<file path="src/rtl/hotp_pkg.sv">
// ----------------------------------------------------------------------------
// hotp_pkg
// Shared types and constants for the HMAC-SHA1 one-time password generator.
// ----------------------------------------------------------------------------
package hotp_pkg;

    localparam int unsigned KeyWords = 8;
    localparam int unsigned CfgIdxW  = 3;

    localparam logic [31:0] K0 = 32'h5a827999;
    localparam logic [31:0] K1 = 32'h6ed9eba1;
    localparam logic [31:0] K2 = 32'h8f1bbcdc;
    localparam logic [31:0] K3 = 32'hca62c1d6;

    localparam logic [31:0] H0 = 32'h67452301;
    localparam logic [31:0] H1 = 32'hefcdab89;
    localparam logic [31:0] H2 = 32'h98badcfe;
    localparam logic [31:0] H3 = 32'h10325476;
    localparam logic [31:0] H4 = 32'hc3d2e1f0;

    localparam logic [31:0] IPAD = 32'h36363636;
    localparam logic [31:0] OPAD = 32'h5c5c5c5c;

    // decimal moduli and floor(2^32 / modulus) for the quotient estimate
    localparam logic [26:0] MOD_D6   = 27'd1000000;
    localparam logic [26:0] MOD_D7   = 27'd10000000;
    localparam logic [26:0] MOD_D8   = 27'd100000000;
    localparam logic [12:0] RECIP_D6 = 13'd4294;
    localparam logic [12:0] RECIP_D7 = 13'd429;
    localparam logic [12:0] RECIP_D8 = 13'd42;

    // block select codes for the datapath message loader
    localparam logic [1:0] BLK_IKEY = 2'd0;
    localparam logic [1:0] BLK_CTR  = 2'd1;
    localparam logic [1:0] BLK_OKEY = 2'd2;
    localparam logic [1:0] BLK_DIG  = 2'd3;

    // controller to datapath commands
    typedef struct packed {
        logic       load_in;   // capture counter and digit count
        logic       init_h;    // load initial chaining values
        logic       load_blk;  // load message block and working vars
        logic [1:0] blk_sel;
        logic       round;     // perform one round
        logic       fold;      // add working vars into chaining values
        logic       save_in;   // keep inner digest
        logic       trunc;     // dynamic truncation
        logic       mod_start; // quotient estimate by reciprocal multiply
        logic       mod_step;  // subtract quotient times modulus
        logic       mod_fix;   // final single correction
    } t_cmd;

    typedef struct packed {
        logic       bad_digits;
    } t_sts;

endpackage

</file>
<file path="src/rtl/hotp_datapath.sv">
// ----------------------------------------------------------------------------
// hotp_datapath
// SHA-1 round unit with a 16-word schedule window, HMAC chaining registers,
// dynamic truncation and a three-step reciprocal-multiply remainder unit.
// ----------------------------------------------------------------------------
module hotp_datapath (
    input  logic                    i_clk,
    input  hotp_pkg::t_cmd          i_cmd,
    output hotp_pkg::t_sts          o_sts,
    input  logic [63:0]             i_key [hotp_pkg::KeyWords],
    input  logic [63:0]             i_counter_value,
    input  logic [3:0]              i_digit_count,
    output logic [26:0]             o_otp_value
);
    import hotp_pkg::*;

    logic [63:0]  r_ctr;
    logic [3:0]   r_nd;
    logic [31:0]  r_h [5];
    logic [31:0]  r_ih [5];
    logic [31:0]  r_a, r_b, r_c, r_d, r_e;
    logic [31:0]  r_w [16];
    logic [6:0]   r_t;
    logic [30:0]  r_bin;
    logic [26:0]  r_mod;
    logic [12:0]  r_recip;
    logic [11:0]  r_q;
    logic [27:0]  r_rem;

    logic [31:0] blk [16];
    logic [31:0] f, kc, tmp, wn;
    logic [31:0] pad;
    logic [159:0] dig;
    logic [30:0] bin;
    logic [3:0]  off;
    logic [43:0] prod_q;
    logic [30:0] prod_m;

    // message block selection
    always_comb begin
        pad = (i_cmd.blk_sel == BLK_OKEY) ? OPAD : IPAD;
        for (int i = 0; i < 16; i++) blk[i] = '0;
        case (i_cmd.blk_sel)
            BLK_IKEY, BLK_OKEY: begin
                for (int i = 0; i < 8; i++) begin
                    blk[2*i]   = i_key[i][63:32] ^ pad;
                    blk[2*i+1] = i_key[i][31:0] ^ pad;
                end
            end
            BLK_CTR: begin
                blk[0]  = r_ctr[63:32];
                blk[1]  = r_ctr[31:0];
                blk[2]  = 32'h80000000;
                blk[15] = 32'd576;
            end
            BLK_DIG: begin
                for (int i = 0; i < 5; i++) blk[i] = r_ih[i];
                blk[5]  = 32'h80000000;
                blk[15] = 32'd672;
            end
            default: ;
        endcase
    end

    // round function
    always_comb begin
        if (r_t < 7'd20) begin
            f = (r_b & r_c) ^ (~r_b & r_d); kc = K0;
        end else if (r_t < 7'd40) begin
            f = r_b ^ r_c ^ r_d; kc = K1;
        end else if (r_t < 7'd60) begin
            f = (r_b & r_c) ^ (r_b & r_d) ^ (r_c & r_d); kc = K2;
        end else begin
            f = r_b ^ r_c ^ r_d; kc = K3;
        end
        tmp = {r_a[26:0], r_a[31:27]} + f + r_e + kc + r_w[0];
        wn  = r_w[13] ^ r_w[8] ^ r_w[2] ^ r_w[0];
        wn  = {wn[30:0], wn[31]};
    end

    // truncation
    always_comb begin
        dig = {r_h[0], r_h[1], r_h[2], r_h[3], r_h[4]};
        off = dig[3:0];
        bin = 31'(dig >> (10'd128 - {off, 3'b000}));
    end

    // quotient estimate is exact or one low, so one correction suffices
    assign prod_q = {13'd0, r_bin} * {31'd0, r_recip};
    assign prod_m = 31'({19'd0, r_q} * {4'd0, r_mod});

    always_ff @(posedge i_clk) begin
        if (i_cmd.load_in) begin
            r_ctr <= i_counter_value;
            r_nd  <= i_digit_count;
        end
        if (i_cmd.init_h) begin
            r_h[0] <= H0; r_h[1] <= H1; r_h[2] <= H2; r_h[3] <= H3; r_h[4] <= H4;
        end
        if (i_cmd.load_blk) begin
            r_w <= blk;
            r_a <= r_h[0]; r_b <= r_h[1]; r_c <= r_h[2]; r_d <= r_h[3]; r_e <= r_h[4];
            r_t <= '0;
        end
        if (i_cmd.round) begin
            for (int i = 0; i < 15; i++) r_w[i] <= r_w[i+1];
            r_w[15] <= wn;
            r_e <= r_d; r_d <= r_c; r_c <= {r_b[1:0], r_b[31:2]};
            r_b <= r_a; r_a <= tmp;
            r_t <= r_t + 7'd1;
        end
        if (i_cmd.fold) begin
            r_h[0] <= r_h[0] + r_a; r_h[1] <= r_h[1] + r_b; r_h[2] <= r_h[2] + r_c;
            r_h[3] <= r_h[3] + r_d; r_h[4] <= r_h[4] + r_e;
        end
        if (i_cmd.save_in) r_ih <= r_h;
        // remainder: capture, estimate quotient, subtract, correct
        if (i_cmd.trunc) begin
            r_bin <= bin;
            case (r_nd)
                4'd6: begin
                    r_mod <= MOD_D6; r_recip <= RECIP_D6;
                end
                4'd7: begin
                    r_mod <= MOD_D7; r_recip <= RECIP_D7;
                end
                default: begin
                    r_mod <= MOD_D8; r_recip <= RECIP_D8;
                end
            endcase
        end
        if (i_cmd.mod_start) r_q <= prod_q[43:32];
        if (i_cmd.mod_step)  r_rem <= 28'(r_bin - prod_m);
        if (i_cmd.mod_fix) begin
            if (r_rem >= {1'b0, r_mod}) r_rem <= r_rem - {1'b0, r_mod};
        end
    end

    // status and result
    assign o_sts.bad_digits = (r_nd < 4'd6) || (r_nd > 4'd8);
    assign o_otp_value = o_sts.bad_digits ? '0 : r_rem[26:0];
endmodule

</file>
<file path="src/rtl/hotp_ctrl.sv">
// ----------------------------------------------------------------------------
// hotp_ctrl
// Sequencer: four compressions of 80 rounds, truncation, three remainder steps.
// ----------------------------------------------------------------------------
module hotp_ctrl (
    input  logic           i_clk,
    input  logic           i_rst_n,
    input  logic           i_valid,
    output logic           o_ready,
    output logic           o_valid,
    input  logic           i_ready,
    output hotp_pkg::t_cmd o_cmd,
    input  hotp_pkg::t_sts i_sts
);
    import hotp_pkg::*;

    localparam logic [2:0] S_IDLE  = 3'd0;
    localparam logic [2:0] S_LOAD  = 3'd1;
    localparam logic [2:0] S_ROUND = 3'd2;
    localparam logic [2:0] S_FOLD  = 3'd3;
    localparam logic [2:0] S_TRUNC = 3'd4;
    localparam logic [2:0] S_MOD   = 3'd5;
    localparam logic [2:0] S_OUT   = 3'd6;

    logic [2:0] r_st, n_st;
    logic [1:0] r_blk, n_blk;
    logic [6:0] r_cnt, n_cnt;

    always_comb begin
        n_st = r_st; n_blk = r_blk; n_cnt = r_cnt;
        o_cmd = '0;
        o_cmd.blk_sel = r_blk;
        o_ready = (r_st == S_IDLE);
        o_valid = (r_st == S_OUT);
        case (r_st)
            S_IDLE: if (i_valid) begin
                o_cmd.load_in = 1'b1;
                o_cmd.init_h = 1'b1;
                n_blk = BLK_IKEY; n_st = S_LOAD;
            end
            S_LOAD: begin
                if (i_sts.bad_digits) n_st = S_OUT;
                else begin
                    o_cmd.load_blk = 1'b1; n_cnt = '0; n_st = S_ROUND;
                end
            end
            S_ROUND: begin
                o_cmd.round = 1'b1;
                n_cnt = r_cnt + 7'd1;
                if (r_cnt == 7'd79) n_st = S_FOLD;
            end
            S_FOLD: begin
                o_cmd.fold = 1'b1;
                case (r_blk)
                    BLK_IKEY: begin n_blk = BLK_CTR; n_st = S_LOAD; end
                    BLK_CTR:  begin n_blk = BLK_OKEY; n_st = S_TRUNC; end
                    BLK_OKEY: begin n_blk = BLK_DIG; n_st = S_LOAD; end
                    default:  n_st = S_TRUNC;
                endcase
            end
            S_TRUNC: begin
                if (r_blk == BLK_OKEY) begin
                    // inner hash done: keep it and restart chaining for outer hash
                    o_cmd.save_in = 1'b1;
                    o_cmd.init_h = 1'b1; n_st = S_LOAD;
                end else begin
                    o_cmd.trunc = 1'b1;
                    n_cnt = '0; n_st = S_MOD;
                end
            end
            S_MOD: begin
                n_cnt = r_cnt + 7'd1;
                if (r_cnt == 7'd0) o_cmd.mod_start = 1'b1;
                else if (r_cnt == 7'd1) o_cmd.mod_step = 1'b1;
                else begin
                    o_cmd.mod_fix = 1'b1; n_st = S_OUT;
                end
            end
            S_OUT: if (i_ready) n_st = S_IDLE;
            default: n_st = S_IDLE;
        endcase
    end

    always_ff @(posedge i_clk) begin
        if (!i_rst_n) begin
            r_st <= S_IDLE; r_blk <= BLK_IKEY; r_cnt <= '0;
        end else begin
            r_st <= n_st; r_blk <= n_blk; r_cnt <= n_cnt;
        end
    end
endmodule

</file>
<file path="src/rtl/hotp_hmac_sha1_generator.sv">
// ----------------------------------------------------------------------------
// hotp_hmac_sha1_generator
// HMAC-SHA1 one-time password generator with dynamic truncation.
// ----------------------------------------------------------------------------
// channel | signals                         | direction
// in      | i_valid/o_ready, counter, digits | input
// out     | o_valid/i_ready, otp, status     | output
// cfg     | i_cfg_we, i_cfg_idx, i_cfg_data   | input
//
// after the input beat the sequencer runs four compressions of one load, 80
// rounds and one fold each, keeps the inner digest between the second and the
// third, then truncates and runs three remainder steps. a bad digit count
// skips hashing and goes from load to output. reset clears control and keys.
// the result is held until taken; input is accepted only when idle.
module hotp_hmac_sha1_generator (
    input  logic        i_clk,
    input  logic        i_rst_n,
    input  logic        i_valid,
    output logic        o_ready,
    input  logic [63:0] i_counter_value,
    input  logic [3:0]  i_digit_count,
    output logic        o_valid,
    input  logic        i_ready,
    output logic [26:0] o_otp_value,
    output logic        o_status,
    input  logic        i_cfg_we,
    input  logic [hotp_pkg::CfgIdxW-1:0] i_cfg_idx,
    input  logic [63:0] i_cfg_data
);
    import hotp_pkg::*;

    logic [63:0] r_key [KeyWords];
    t_cmd cmd;
    t_sts sts;

    // key registers
    always_ff @(posedge i_clk) begin
        if (!i_rst_n) begin
            for (int i = 0; i < KeyWords; i++) r_key[i] <= '0;
        end else if (i_cfg_we) begin
            r_key[i_cfg_idx] <= i_cfg_data;
        end
    end

    hotp_ctrl u_ctrl (
        .i_clk, .i_rst_n, .i_valid, .o_ready, .o_valid, .i_ready,
        .o_cmd(cmd), .i_sts(sts)
    );

    hotp_datapath u_dp (
        .i_clk, .i_cmd(cmd), .o_sts(sts), .i_key(r_key),
        .i_counter_value, .i_digit_count, .o_otp_value
    );

    assign o_status = sts.bad_digits;
endmodule

</file>
<file path="config.mk">
export PLATFORM = sky130hd
export DESIGN_NAME = hotp_hmac_sha1_generator
export DESIGN_NICKNAME = d
export VERILOG_FILES = /design/src/rtl/hotp_pkg.sv /design/src/rtl/hotp_datapath.sv /design/src/rtl/hotp_ctrl.sv /design/src/rtl/hotp_hmac_sha1_generator.sv
export SDC_FILE = /design/constraint.sdc
export NUM_CORES = 2
export LEC_CHECK = 0
export ABC_AREA = 0
export BUFFER_PORTS_ARGS = -buffer_cell sky130_fd_sc_hd__buf_2
export CELL_PAD_IN_SITES_DETAIL_PLACEMENT = 0
export CELL_PAD_IN_SITES_GLOBAL_PLACEMENT = 1
export CORE_ASPECT_RATIO = 1.4
export CORE_MARGIN = 8
export CORE_UTILIZATION = 55
export CTS_CLUSTER_DIAMETER = 60
export DETAILED_ROUTE_END_ITERATION = 16
export GPL_ROUTABILITY_DRIVEN = 0
export HOLD_SLACK_MARGIN = 0.08
export PLACE_DENSITY = 0.95
export SLEW_MARGIN = 20
export SYNTH_ARGS = -nofsm -noshare
export SYNTH_HDL_FRONTEND = slang
export SYNTH_SLANG_ARGS = --single-unit
export TNS_END_PERCENT = 20
</file>
<file path="constraint.sdc">
create_clock -name i_clk -period 97.3 [get_ports i_clk]
set_input_delay 14.595 -clock i_clk [delete_from_list [all_inputs] [get_ports i_clk]]
set_output_delay 14.595 -clock i_clk [all_outputs]
set_load 0.02 [all_outputs]
</file>
==> qor.csv <==
metric,value,unit
multi_input_area,0.0503,mm^2
postCtsSetupBuffers,0,
fmax,0.0581,GHz
grt_max_degree,203,
outcome,"complete, no violations",
period_needed,17.22,ns
ys.flop_type,edfxtp_1,
synthesis.nets,11200,
cts.sinks,1668,
rsz0062_at_grt,no,
async_reset_ff_share,0,%
syn_area,0.100,mm^2
synth_edf_count,1122,
synth.distinct_cells,106,
crit_family,simple AND/OR/NAND/NOR gates,
port_buffers,169,
required,82.70,ns
wirelength,336000,um
synth_warnings,0,
drtPass1Iterations,7,
die_x,377,um
antenna_found_initial,60,
antenna_left,0,
initial_core_util,55.2,%
fin_worst_skew,0.0658,ns
yosys.area_share.adder,14.9,%
final_cell_mix,"2356 x nand2_1, 1122 x edfxtp_1, 841 x inv_1",
ys_seq_area_share,44.6,%
grt_pass1_wl,496000,um
slew_headroom,10.3,%
tightest_slew,1.33,ns
tns,0,ns
vias,78800,
fin_nets,11100,
io-pin-count,170,
ff_latch_area,0.0446,mm^2
synth-xor-area-share,3.60,%
dp_hpwl,235000,um
cpMaxStageDelayCell,nor4b_1,
rows,185,
drive_above_1_share,7.53,%
first_global_vias,76500,
cts_buffers,165,
synth_top_family_by_area,adder cells,
nFillCells,14700,
critPathArrivalTime,2.63,ns
period_share,17.7,%
synth_top_area_cell,edfxtp_1,
finalSetupViolCount,0,
area_delta_synth_final,8.46,%
core,0.181,mm^2
clk-insertion-delay-late,0.86,ns
syn_area_per_cell,9.83,um^2
syn_inst,10200,
drtIter0Drc,10300,
cts.root.buffer_cell,clkbuf_16,
grt_overflow,0,
synth.area.top_cells,"edfxtp_1 34%, dfxtp_1 11%, fa_1 9.2%",
ys_seq_elements,1668,
worstSetupPathType,reg2out,
slowest_delay,0.70,ns
path_max_fanout,29,
wl_per_cell,26.6,um
synth_compound_area_share,13.7,%
final_common_cell,nand2_1,
clockBufferDepth,3,
clk_pin_slew,0.06,ns
grt_use_total,33.8,%
die_area,0.196,mm^2
cp_num_buf_inv,1,
synthSimpleGateAreaFrac,14.0,%
die_y,521,um
synth_mux_area_share,3.67,%
start_kind,flop,
cts_tree,done,
avgViaCountPerCell,6.25,
netlist.area_leader.share,33.7,%
cts_resized,0,
cp-end-kind,primary output,
hold_path_class,reg2reg,
hold_buffers,0,
drc,0,
path_cells,"nor4b_1, nor2_4, nor2b_1, buf_2",
cts_max_level,4,
drv_slew,0,
hold_viol,0,
cap_violations,0,
-- stage by stage --
step | setup WS, ns | instance area (um^2) | cells | util, % | hold WS (ns)
5_1_grt | 79.89 | 109000 | 12600 | 59.9 | 0.481
3_3_place_gp | 79.49 | 103000 | 12300 | 56.7 | 0.447
4_1_cts | 79.77 | 108000 | 12600 | 59.8 | 0.465
2_1_floorplan | 61.93 | 100000 | 10200 | - | 0.439
6_report | 80.08 | 109000 | 12600 | 59.9 | 0.464
3_5_place_dp | 79.40 | 103000 | 12300 | 56.7 | 0.457
-- registers in the layout, indices dropped and copies added (netlist names), 7 cells and up --
signal / flops
u_ctrl.r_cnt: 7
u_dp.r_d: 32
u_dp.r_w: 512
u_dp.r_a: 32
u_dp.r_ctr: 64
u_dp.r_rem: 28
r_key: 512
u_dp.r_b: 32
u_dp.r_c: 32
u_dp.r_e: 32
u_dp.r_t: 7
u_dp.r_q: 12
u_dp.r_bin: 31
u_dp.dig: 160
u_dp.r_ih: 160
-- logic make-up after synthesis --
group,Yosys count
flops,1668
compound gates,2048
simple gates,3430
buf+inv,1452
xor+xnor,412
fa+ha+maj,917
mux,255
-- routing by layer --
layer  track usage (%)  vias to the layer above  wire length (um)  share of wire, %
met4              22.2                       28             28600               8.5
met1              42.2                    38300            118000                35
li1                  -                    34200                 -                 -
met5             0.422                        -               295             0.088
met2              50.6                     4993            146000                44
met3              10.3                     1286             42500                13
-- Yosys cell counts (154+ instances only) --
library cell and n:
xor2_1 154, dfxtp_1 546, ha_1 456, nor2_1 562
edfxtp_1 1122, inv_1 842, a21oi_1 410, xnor2_1 258
fa_1 461, o21ai_0 426, clkbuf_1 484, nand2_1 2361
a21boi_0 519
-- area by class of cell --
type / instances / area share [%]
multi-input combinational: 7062 / 46.3
clock inverter: 90 / 1.07
tap: 2431 / 2.80
inverter: 846 / 2.93
timing repair buffer: 265 / 1.53
antenna: 32 / 0.0738
clock buffer: 216 / 4.21
sequential: 1668 / 41.1
-- worst paths after layout --
check / endpoint / cells after the start / slack (ns) / startpoint
hold reg to reg: r_key[151] / 2 / 0.46 / r_key[151]
setup reg to reg: u_dp.r_a[23] / 25 / 88.66 / u_dp.r_t[3]
setup / recovery: o_otp_value[11] / 4 / 80.08 / u_dp.r_nd[0]
hold / removal: r_key[151] / 2 / 0.46 / r_key[151]
-- tightest hold or removal path, delay by kind of cell, from the launching register on --
family             cells  cell delay [ns]
and+or+nand+nor        1             0.04
AOI/OAI and AO/OA      1             0.06
DFF                    1             0.31
Power is not shown: default switching activity piles up to over one toggle a cycle in this logic, so the estimate is an artifact.
